File: src/hw/rtl/tts_pkg.sv
// tts_pkg: shared types and constants of the TLV type search block.
// Depends on nothing; imported by every module of the block.
package tts_pkg;

  localparam int unsigned BYTE_W                = 8;
  localparam int unsigned FIELD_W               = 17;
  localparam int unsigned HEADER_BYTES          = 5;
  localparam int unsigned MAX_MESSAGE_BYTES_DEF = 65536;

  typedef enum logic [1:0] {
    ST_FOUND     = 2'd0,
    ST_NOT_FOUND = 2'd1,
    ST_MALFORMED = 2'd2,
    ST_EMPTY     = 2'd3
  } status_t;

  typedef struct packed {
    logic [BYTE_W-1:0]  data_byte;
    logic               start_req;
    logic [FIELD_W-1:0] message_length;
    logic [BYTE_W-1:0]  wanted_type;
  } in_item_t;

  typedef struct packed {
    logic               valid;
    status_t            status;
    logic [FIELD_W-1:0] value_offset;
    logic [FIELD_W-1:0] value_length;
  } result_t;

endpackage

File: src/hw/rtl/tts_in_reg.sv
// tts_in_reg: input register stage of the TLV type search block.
// Depends on tts_pkg.
module tts_in_reg import tts_pkg::*; (
  input  logic     clk,
  input  logic     rst,
  input  logic     in_valid,
  output logic     in_ready,
  input  in_item_t in_item,
  input  logic     advance,
  output logic     q_valid,
  output in_item_t q_item
);

  assign in_ready = !q_valid || advance;

  always_ff @(posedge clk) begin
    if (rst) begin
      q_valid <= 1'b0;
    end else if (in_ready) begin
      q_valid <= in_valid;
    end
  end

  always_ff @(posedge clk) begin
    if (in_ready && in_valid) begin
      q_item <= in_item;
    end
  end

endmodule

File: src/hw/rtl/tts_parser.sv
// tts_parser: per-byte record header parser and skip counter.
// Depends on tts_pkg; produces at most one result word per processed byte.
module tts_parser import tts_pkg::*; #(
  parameter int unsigned MAX_MESSAGE_BYTES = MAX_MESSAGE_BYTES_DEF
) (
  input  logic     clk,
  input  logic     rst,
  input  logic     fire,
  input  in_item_t item,
  output result_t  res
);

  localparam int unsigned LEN_W_RAW = $clog2(MAX_MESSAGE_BYTES + 1);
  localparam int unsigned LEN_W     = (LEN_W_RAW < FIELD_W) ? LEN_W_RAW : FIELD_W;
  localparam logic [2:0]  HDR_LAST  = 3'(HEADER_BYTES - 1);

  typedef enum logic [1:0] {
    PH_IDLE,
    PH_SCAN,
    PH_DONE
  } phase_t;

  phase_t             phase, phase_next;
  logic [2:0]         header_count, header_count_next;
  logic [LEN_W-1:0]   position, position_next;
  logic [LEN_W-1:0]   remaining, remaining_next;
  logic [LEN_W-1:0]   skip_left, skip_left_next;
  logic [BYTE_W-1:0]  record_type, record_type_next;
  logic [LEN_W-1:0]   record_length, record_length_next;
  logic               length_ovf, length_ovf_next;
  logic [BYTE_W-1:0]  target_type, target_type_next;

  logic [LEN_W-1:0]   total_sat;
  logic [LEN_W+7:0]   shifted;

  assign total_sat = (32'(item.message_length) > 32'(MAX_MESSAGE_BYTES))
                     ? LEN_W'(MAX_MESSAGE_BYTES) : LEN_W'(item.message_length);

  always_comb begin
    logic done;
    done               = 1'b0;
    phase_next         = phase;
    header_count_next  = header_count;
    position_next      = position;
    remaining_next     = remaining;
    skip_left_next     = skip_left;
    record_type_next   = record_type;
    record_length_next = record_length;
    length_ovf_next    = length_ovf;
    target_type_next   = target_type;
    shifted            = '0;
    res                = '0;
    res.status         = ST_NOT_FOUND;

    if (item.start_req) begin
      target_type_next   = item.wanted_type;
      position_next      = '0;
      remaining_next     = total_sat;
      header_count_next  = '0;
      skip_left_next     = '0;
      record_type_next   = '0;
      record_length_next = '0;
      length_ovf_next    = 1'b0;
      phase_next         = PH_SCAN;
      if (total_sat == '0) begin
        done       = 1'b1;
        res.valid  = 1'b1;
        res.status = ST_EMPTY;
      end else if (total_sat < LEN_W'(HEADER_BYTES)) begin
        done       = 1'b1;
        res.valid  = 1'b1;
        res.status = ST_NOT_FOUND;
      end
    end

    if (!done && phase_next == PH_SCAN) begin
      position_next  = position_next + 1'b1;
      remaining_next = remaining_next - 1'b1;
      if (skip_left_next != '0) begin
        skip_left_next = skip_left_next - 1'b1;
        if (skip_left_next == '0 && remaining_next < LEN_W'(HEADER_BYTES)) begin
          done       = 1'b1;
          res.valid  = 1'b1;
          res.status = ST_NOT_FOUND;
        end
      end else begin
        if (header_count_next == 3'd0) begin
          record_type_next = item.data_byte;
        end else if (header_count_next == 3'd1) begin
          record_length_next = LEN_W'(item.data_byte);
          length_ovf_next    = (LEN_W < BYTE_W) ? ((item.data_byte >> LEN_W) != '0) : 1'b0;
        end else begin
          shifted            = {record_length_next, item.data_byte};
          record_length_next = shifted[LEN_W-1:0];
          length_ovf_next    = length_ovf_next || (shifted[LEN_W+7:LEN_W] != '0);
        end
        if (header_count_next != HDR_LAST) begin
          header_count_next = header_count_next + 3'd1;
        end else begin
          header_count_next = '0;
          if (length_ovf_next || record_length_next > remaining_next) begin
            done       = 1'b1;
            res.valid  = 1'b1;
            res.status = ST_MALFORMED;
          end else if (record_type_next == target_type_next) begin
            done             = 1'b1;
            res.valid        = 1'b1;
            res.status       = ST_FOUND;
            res.value_offset = FIELD_W'(position_next);
            res.value_length = FIELD_W'(record_length_next);
          end else begin
            skip_left_next = record_length_next;
            if (skip_left_next == '0 && remaining_next < LEN_W'(HEADER_BYTES)) begin
              done       = 1'b1;
              res.valid  = 1'b1;
              res.status = ST_NOT_FOUND;
            end
          end
        end
      end
    end

    if (done) begin
      phase_next = PH_DONE;
    end
    if (!fire) begin
      res.valid = 1'b0;
    end
  end

  always_ff @(posedge clk) begin
    if (rst) begin
      phase         <= PH_IDLE;
      header_count  <= '0;
      position      <= '0;
      remaining     <= '0;
      skip_left     <= '0;
      record_type   <= '0;
      record_length <= '0;
      length_ovf    <= 1'b0;
      target_type   <= '0;
    end else if (fire) begin
      phase         <= phase_next;
      header_count  <= header_count_next;
      position      <= position_next;
      remaining     <= remaining_next;
      skip_left     <= skip_left_next;
      record_type   <= record_type_next;
      record_length <= record_length_next;
      length_ovf    <= length_ovf_next;
      target_type   <= target_type_next;
    end
  end

endmodule

File: src/hw/rtl/tts_out_reg.sv
// tts_out_reg: result register of the TLV type search block.
// Depends on tts_pkg.
module tts_out_reg import tts_pkg::*; (
  input  logic    clk,
  input  logic    rst,
  input  result_t res,
  input  logic    out_ready,
  output logic    advance,
  output result_t out_q
);

  assign advance = !out_q.valid || out_ready;

  always_ff @(posedge clk) begin
    if (rst) begin
      out_q.valid <= 1'b0;
    end else if (advance) begin
      out_q.valid <= res.valid;
      if (res.valid) begin
        out_q.status       <= res.status;
        out_q.value_offset <= res.value_offset;
        out_q.value_length <= res.value_length;
      end
    end
  end

endmodule

File: src/hw/rtl/tlv_type_search_top.sv
// tlv_type_search_top: top level of the TLV type search block.
// Depends on tts_pkg, tts_in_reg, tts_parser and tts_out_reg.
//
// Usage:
//   Input channel (in_valid/in_ready) carries one message byte per word, with
//   start_req marking the first byte; message_length and wanted_type are
//   sampled with that byte. Records are one type byte, a four-byte big-endian
//   length and the value; records of another type are skipped.
//   Output channel (out_valid/out_ready) carries one word per message:
//   status (found, not found, malformed length, empty) with the value's byte
//   offset and length when found. Bytes after a decision are dropped.
//   Throughput: one byte per cycle while no result is stalled on out_ready;
//   the header and skip counter update is combinational between the input
//   register and the result register. Result path: the deciding byte is held
//   in the input register and its result word is taken into the result register.
//   Reset: clears both register stages and returns the parser to idle.
//   Stall: while a result waits on out_ready, one more byte is held in the
//   input register and in_ready drops until the result is taken.
module tlv_type_search_top import tts_pkg::*; #(
  parameter int unsigned MAX_MESSAGE_BYTES = MAX_MESSAGE_BYTES_DEF
) (
  input  logic               clk,
  input  logic               rst,
  input  logic               in_valid,
  output logic               in_ready,
  input  logic [BYTE_W-1:0]  data_byte,
  input  logic               start_req,
  input  logic [FIELD_W-1:0] message_length,
  input  logic [BYTE_W-1:0]  wanted_type,
  output logic               out_valid,
  input  logic               out_ready,
  output logic [1:0]         status,
  output logic [FIELD_W-1:0] value_offset,
  output logic [FIELD_W-1:0] value_length
);

  in_item_t in_item;
  in_item_t q_item;
  logic     q_valid;
  logic     advance;
  result_t  res;
  result_t  out_q;

  assign in_item.data_byte      = data_byte;
  assign in_item.start_req      = start_req;
  assign in_item.message_length = message_length;
  assign in_item.wanted_type    = wanted_type;

  tts_in_reg u_in_reg (
    .clk      (clk),
    .rst      (rst),
    .in_valid (in_valid),
    .in_ready (in_ready),
    .in_item  (in_item),
    .advance  (advance),
    .q_valid  (q_valid),
    .q_item   (q_item)
  );

  tts_parser #(
    .MAX_MESSAGE_BYTES (MAX_MESSAGE_BYTES)
  ) u_parser (
    .clk  (clk),
    .rst  (rst),
    .fire (q_valid && advance),
    .item (q_item),
    .res  (res)
  );

  tts_out_reg u_out_reg (
    .clk       (clk),
    .rst       (rst),
    .res       (res),
    .out_ready (out_ready),
    .advance   (advance),
    .out_q     (out_q)
  );

  assign out_valid    = out_q.valid;
  assign status       = out_q.status;
  assign value_offset = out_q.value_offset;
  assign value_length = out_q.value_length;

  a_ready_only_on_stall: assert property (@(posedge clk) disable iff (rst)
    !in_ready |-> (out_valid && !out_ready))
    else $error("in_ready low without a stalled result");

  a_zero_unless_found: assert property (@(posedge clk) disable iff (rst)
    (out_valid && status != ST_FOUND) |-> (value_offset == '0 && value_length == '0))
    else $error("offset or length nonzero on a result other than found");

  a_found_after_header: assert property (@(posedge clk) disable iff (rst)
    (out_valid && status == ST_FOUND) |-> (value_offset >= FIELD_W'(HEADER_BYTES)))
    else $error("found value offset inside the first header");

  a_result_needs_byte: assert property (@(posedge clk) disable iff (rst)
    $rose(out_valid) |-> $past(q_valid))
    else $error("result word without a processed byte");

endmodule
File: config.mk
export PLATFORM = sky130hd
export DESIGN_NAME = tlv_type_search_top
export DESIGN_NICKNAME = d
export VERILOG_FILES = /design/src/hw/rtl/tts_pkg.sv /design/src/hw/rtl/tts_in_reg.sv /design/src/hw/rtl/tts_parser.sv /design/src/hw/rtl/tts_out_reg.sv /design/src/hw/rtl/tlv_type_search_top.sv
export SDC_FILE = /design/constraint.sdc
export NUM_CORES = 1
export LEC_CHECK = 0
export BUFFER_PORTS_ARGS = -buffer_cell sky130_fd_sc_hd__buf_4
export CORE_MARGIN = 2
export CORE_UTILIZATION = 68
export CTS_BUF_LIST = sky130_fd_sc_hd__clkbuf_2
export DETAILED_ROUTE_END_ITERATION = 8
export GPL_TIMING_DRIVEN = 0
export PLACE_DENSITY = 0.89
export SETUP_SLACK_MARGIN = 0.3
export SYNTH_ARGS = -nofsm -noshare
export SYNTH_HDL_FRONTEND = slang
export SYNTH_SLANG_ARGS = --single-unit
File: constraint.sdc
create_clock -name clk -period 20.7 [get_ports clk]
set_clock_uncertainty 0.05 [all_clocks]
set_input_delay 1.035 -clock clk [delete_from_list [all_inputs] [get_ports clk]]
set_output_delay 1.035 -clock clk [all_outputs]
set_load 0.05 [all_outputs]
==> results_dict.tcl <==
set metrics [dict create \
    status "finished clean" \
    start_kind "register" \
    clockBufferDepth 2 \
    yosys.area_share.adder_pct 2.95 \
    critical_path_class "reg2reg" \
    post_cts_buffers 0 \
    core_um2 13900 \
    synth_area_leaders "edfxtp_1, dfxtp_1, nor2_1" \
    die_h_um 124 \
    clock-sinks 162 \
    hold_class "in2reg" \
    cp.required_ns 21.30 \
    antenna_found_initial 1 \
    crit_chain "buf_2, buf_2, buf_2, buf_2, buf_1, buf_2, nand2_1, a2bb2oi_1, ha_1, nor4bb_1, o22ai_1, clkbuf_1, xor2_1, and2_1, a2bb2oi_1, ha_1, a22o_1, or4_1, a31oi_1, o2111ai_1, nand3_2, nand4_1, buf_2, nor3_1" \
    area_growth_pct 10.9 \
    dpl_cell_area_um2 10600 \
    arrival_ns 8.64 \
    path_buf_inv 8 \
    dp_hpwl_um 22900 \
    yosysWarningCount 0 \
    core.rowCount 43 \
    ir_drop_mv 0.0607 \
    tightestPinTransition_ns 1.04 \
    post-route-min-period_ns 8.04 \
    final_layout_size_suffix_gt1_share_pct 10.7 \
    die_width_um 124 \
    globalRouteMet2Util_pct 63.6 \
    track_usage_pct 42.2 \
    crit_path_frequent_cell "buf_2" \
    grt_overflow_total 0 \
    async_reset_ff_share_pct 0 \
    syn_nets 1208 \
    drv_slew 0 \
    critical_path.top_delay_family "buffers and inverters" \
    final_area_um2 10800 \
    ys_ff_latch 162 \
    path_clk_slew_ns 0.23 \
    min_period_over_period_pct 38.9 \
    grt_max_degree 35 \
    pin_count 76 \
    yosysTopAreaCell "edfxtp_1" \
    synth_top_family_by_area "simple AND/OR/NAND/NOR gates" \
    wire_per_inst_um 22.1 \
    yosys.area_share.simple_pct 24.4 \
    slowest_stage "edfxtp_1" \
    grt_pass1_vias 9261 \
    cellPowerDensity_nw_per_um2 65.1 \
    clock_latency_ns 0.82 \
    setup_tns_ns 0 \
    leakage_nw 3.96 \
    cts_resized 0 \
    cp_slowest_stage_delay_ns 0.65 \
    maxSlewHeadroom_pct 30.8 \
    hold_violations 0 \
    drt-total-wl_um 31700 \
    use_met1_pct 55.2 \
    syn_area_per_cell_um2 8.50 \
    synth_cell_types 75 \
    cts_tree "done" \
    port_buffers 75 \
    num_vias 10100 \
    cts_hold_buffers 0 \
    synthMuxAreaShare_pct 1.86 \
    grt_pass1_wl_um 49100 \
    synth-compound-area-share_pct 21.8 \
    drt.antenna.violating_nets 0 \
    max_cap_viol_count 0 \
    synth-xor-area-share_pct 4.40 \
    grt_busiest_layer "met2" \
    h-tree-depth 4 \
    start_util_pct 69.9 \
    ys_seq_area_share_pct 40.5 \
    dieArea_um2 15300 \
    cts_buffers 17 \
    viasPerCell 7.03 \
    nets 1303 \
    setup_violations 0 \
    max_freq_mhz 124 \
    synthFlopType "dfxtp_1" \
    place_congestion 1.03 \
    synth_cells 1147 \
    cts-root-buf "clkbuf_2" \
    dr.first_iter.drc_count 1875 \
    route.detailed.drc 0 \
    first_pass_iters 7 \
    synthesis.area_um2 9750 \
    yosysTopAreaCellShare_pct 21.6 \
    end_kind "register" \
    critPathMaxFanout 10 \
    synth_edf_count 70 \
    grt_use_met3_pct 11.8 \
    rsz0062_at_grt "false" \
]
[synth_stat cells (6+ instances only)]
| cell type | number |
|---|---|
| nor4_1 | 20 |
| dfxtp_1 | 92 |
| o32ai_1 | 7 |
| a31oi_1 | 16 |
| or3_1 | 13 |
| nand2_1 | 108 |
| nand4_1 | 10 |
| o31ai_1 | 7 |
| nor3_1 | 45 |
| and4_1 | 10 |
| nor2b_1 | 25 |
| mux2i_1 | 17 |
| xor2_1 | 17 |
| nor4b_1 | 6 |
| o21ai_1 | 7 |
| o22ai_1 | 11 |
| o21ai_0 | 48 |
| a2bb2oi_1 | 12 |
| a22oi_1 | 42 |
| clkbuf_1 | 44 |
| a211oi_1 | 13 |
| inv_1 | 30 |
| nor2_1 | 131 |
| or4_1 | 7 |
| nand2b_1 | 15 |
| xnor2_1 | 32 |
| buf_2 | 13 |
| a21o_1 | 10 |
| ha_1 | 23 |
| edfxtp_1 | 70 |
| and3_1 | 14 |
| buf_1 | 14 |
| nand3_1 | 28 |
| and3b_1 | 6 |
| a21oi_1 | 91 |
| o211ai_1 | 8 |
| and2_1 | 8 |
| nand3b_1 | 8 |
[worst register-to-register path, stage by stage, from the launching register on]
cell and delay (ns):
edfxtp_1 0.65, buf_2 0.30, buf_2 0.25, buf_2 0.35, buf_2 0.44, buf_1 0.63, buf_2 0.41, nand2_1 0.09
a2bb2oi_1 0.15, ha_1 0.32, nor4bb_1 0.18, o22ai_1 0.26, clkbuf_1 0.45, xor2_1 0.17, and2_1 0.13, a2bb2oi_1 0.45
ha_1 0.36, a22o_1 0.20, or4_1 0.39, a31oi_1 0.18, o2111ai_1 0.20, nand3_2 0.25, nand4_1 0.45, buf_2 0.40
nor3_1 0.18
[kinds of logic after synthesis]
logic type / Yosys count
buf+inv: 102
flops: 162
mux: 18
simple gates: 471
fa+ha+maj: 23
compound gates: 322
xor+xnor: 49
[flip-flops by register name, indices dropped and copies added (netlist names)]
signal                  count
u_in_reg.q_item            34
u_in_reg.q_valid            1
u_out_reg.out_q            37
u_parser.header_count       3
u_parser.length_ovf         1
u_parser.phase              2
u_parser.position          17
u_parser.record_length     17
u_parser.record_type        8
u_parser.remaining         17
u_parser.skip_left         17
u_parser.target_type        8
[cell usage in the layout (no fill, tap or decap), drive strengths merged, types with 11 or more instances in the layout]
cell     instances
nor2           131
nand2          108
buf            103
dfxtp           92
a21oi           91
edfxtp          70
clkbuf          64
o21ai           55
nor3            45
a22oi           42
xnor2           32
inv             31
nand3           29
nor2b           25
ha              23
nor4            20
mux2i           17
xor2            17
a31oi           16
nand2b          15
and3            14
or3             14
a211oi          13
a2bb2oi         12
o22ai           11
[metal layers]
layer | vias to the layer above | routed length (um)
met3 | 205 | 4360
met4 | 0 | 1850
met2 | 822 | 13800
met5 | - | 0
li1 | 4452 | -
met1 | 4616 | 11800
[path summary, 6_finish.rpt]
kind	from	cells past startpoint	endpoint	slack, ns
min	message_length[14]	1	u_in_reg.q_item[22]	0.34
min reg2reg	u_parser.remaining[15]	2	u_parser.remaining[15]	0.43
max	u_in_reg.q_item[25]	24	u_out_reg.out_q[14]	12.66
max reg2reg	u_in_reg.q_item[25]	24	u_out_reg.out_q[14]	12.66
[where the power goes]
part	switching (W)	internal, W	total (W)	leakage, nW
logic	0.000111	0.0000600	0.000171	2.42
clock network	0.000119	0.0000558	0.000175	0.129
registers	0.0000127	0.000344	0.000357	1.41
total	0.000243	0.000460	0.000703	3.96
[layout make-up]
class / count / area [um2]
inverters: 30 / 113
well taps: 180 / 225
repair buffers: 76 / 583
clock inverters: 13 / 136
flip-flops and latches: 162 / 3940
plain buffers: 72 / 288
clock buffers: 19 / 95.1
multi-input cells: 883 / 5420
diodes: 1 / 2.50
fillers: 1050 / 3130
[stage by stage]
step	cells	hold slack [ns]	power (W)	worst slack [ns]	util (%)
3_3_place_gp	1402	0.395	0.000521	11.31	75.6
5_1_grt	1436	0.322	0.000725	12.47	77.5
3_5_place_dp	1403	0.401	0.000525	13.17	75.8
4_1_cts	1435	0.338	0.000692	13.10	77.5
2_1_floorplan	1147	0.382	0.000475	13.73	-
6_report	1436	0.340	0.000703	12.66	77.5
No activity file was read; power rests on OpenSTA's default activity.
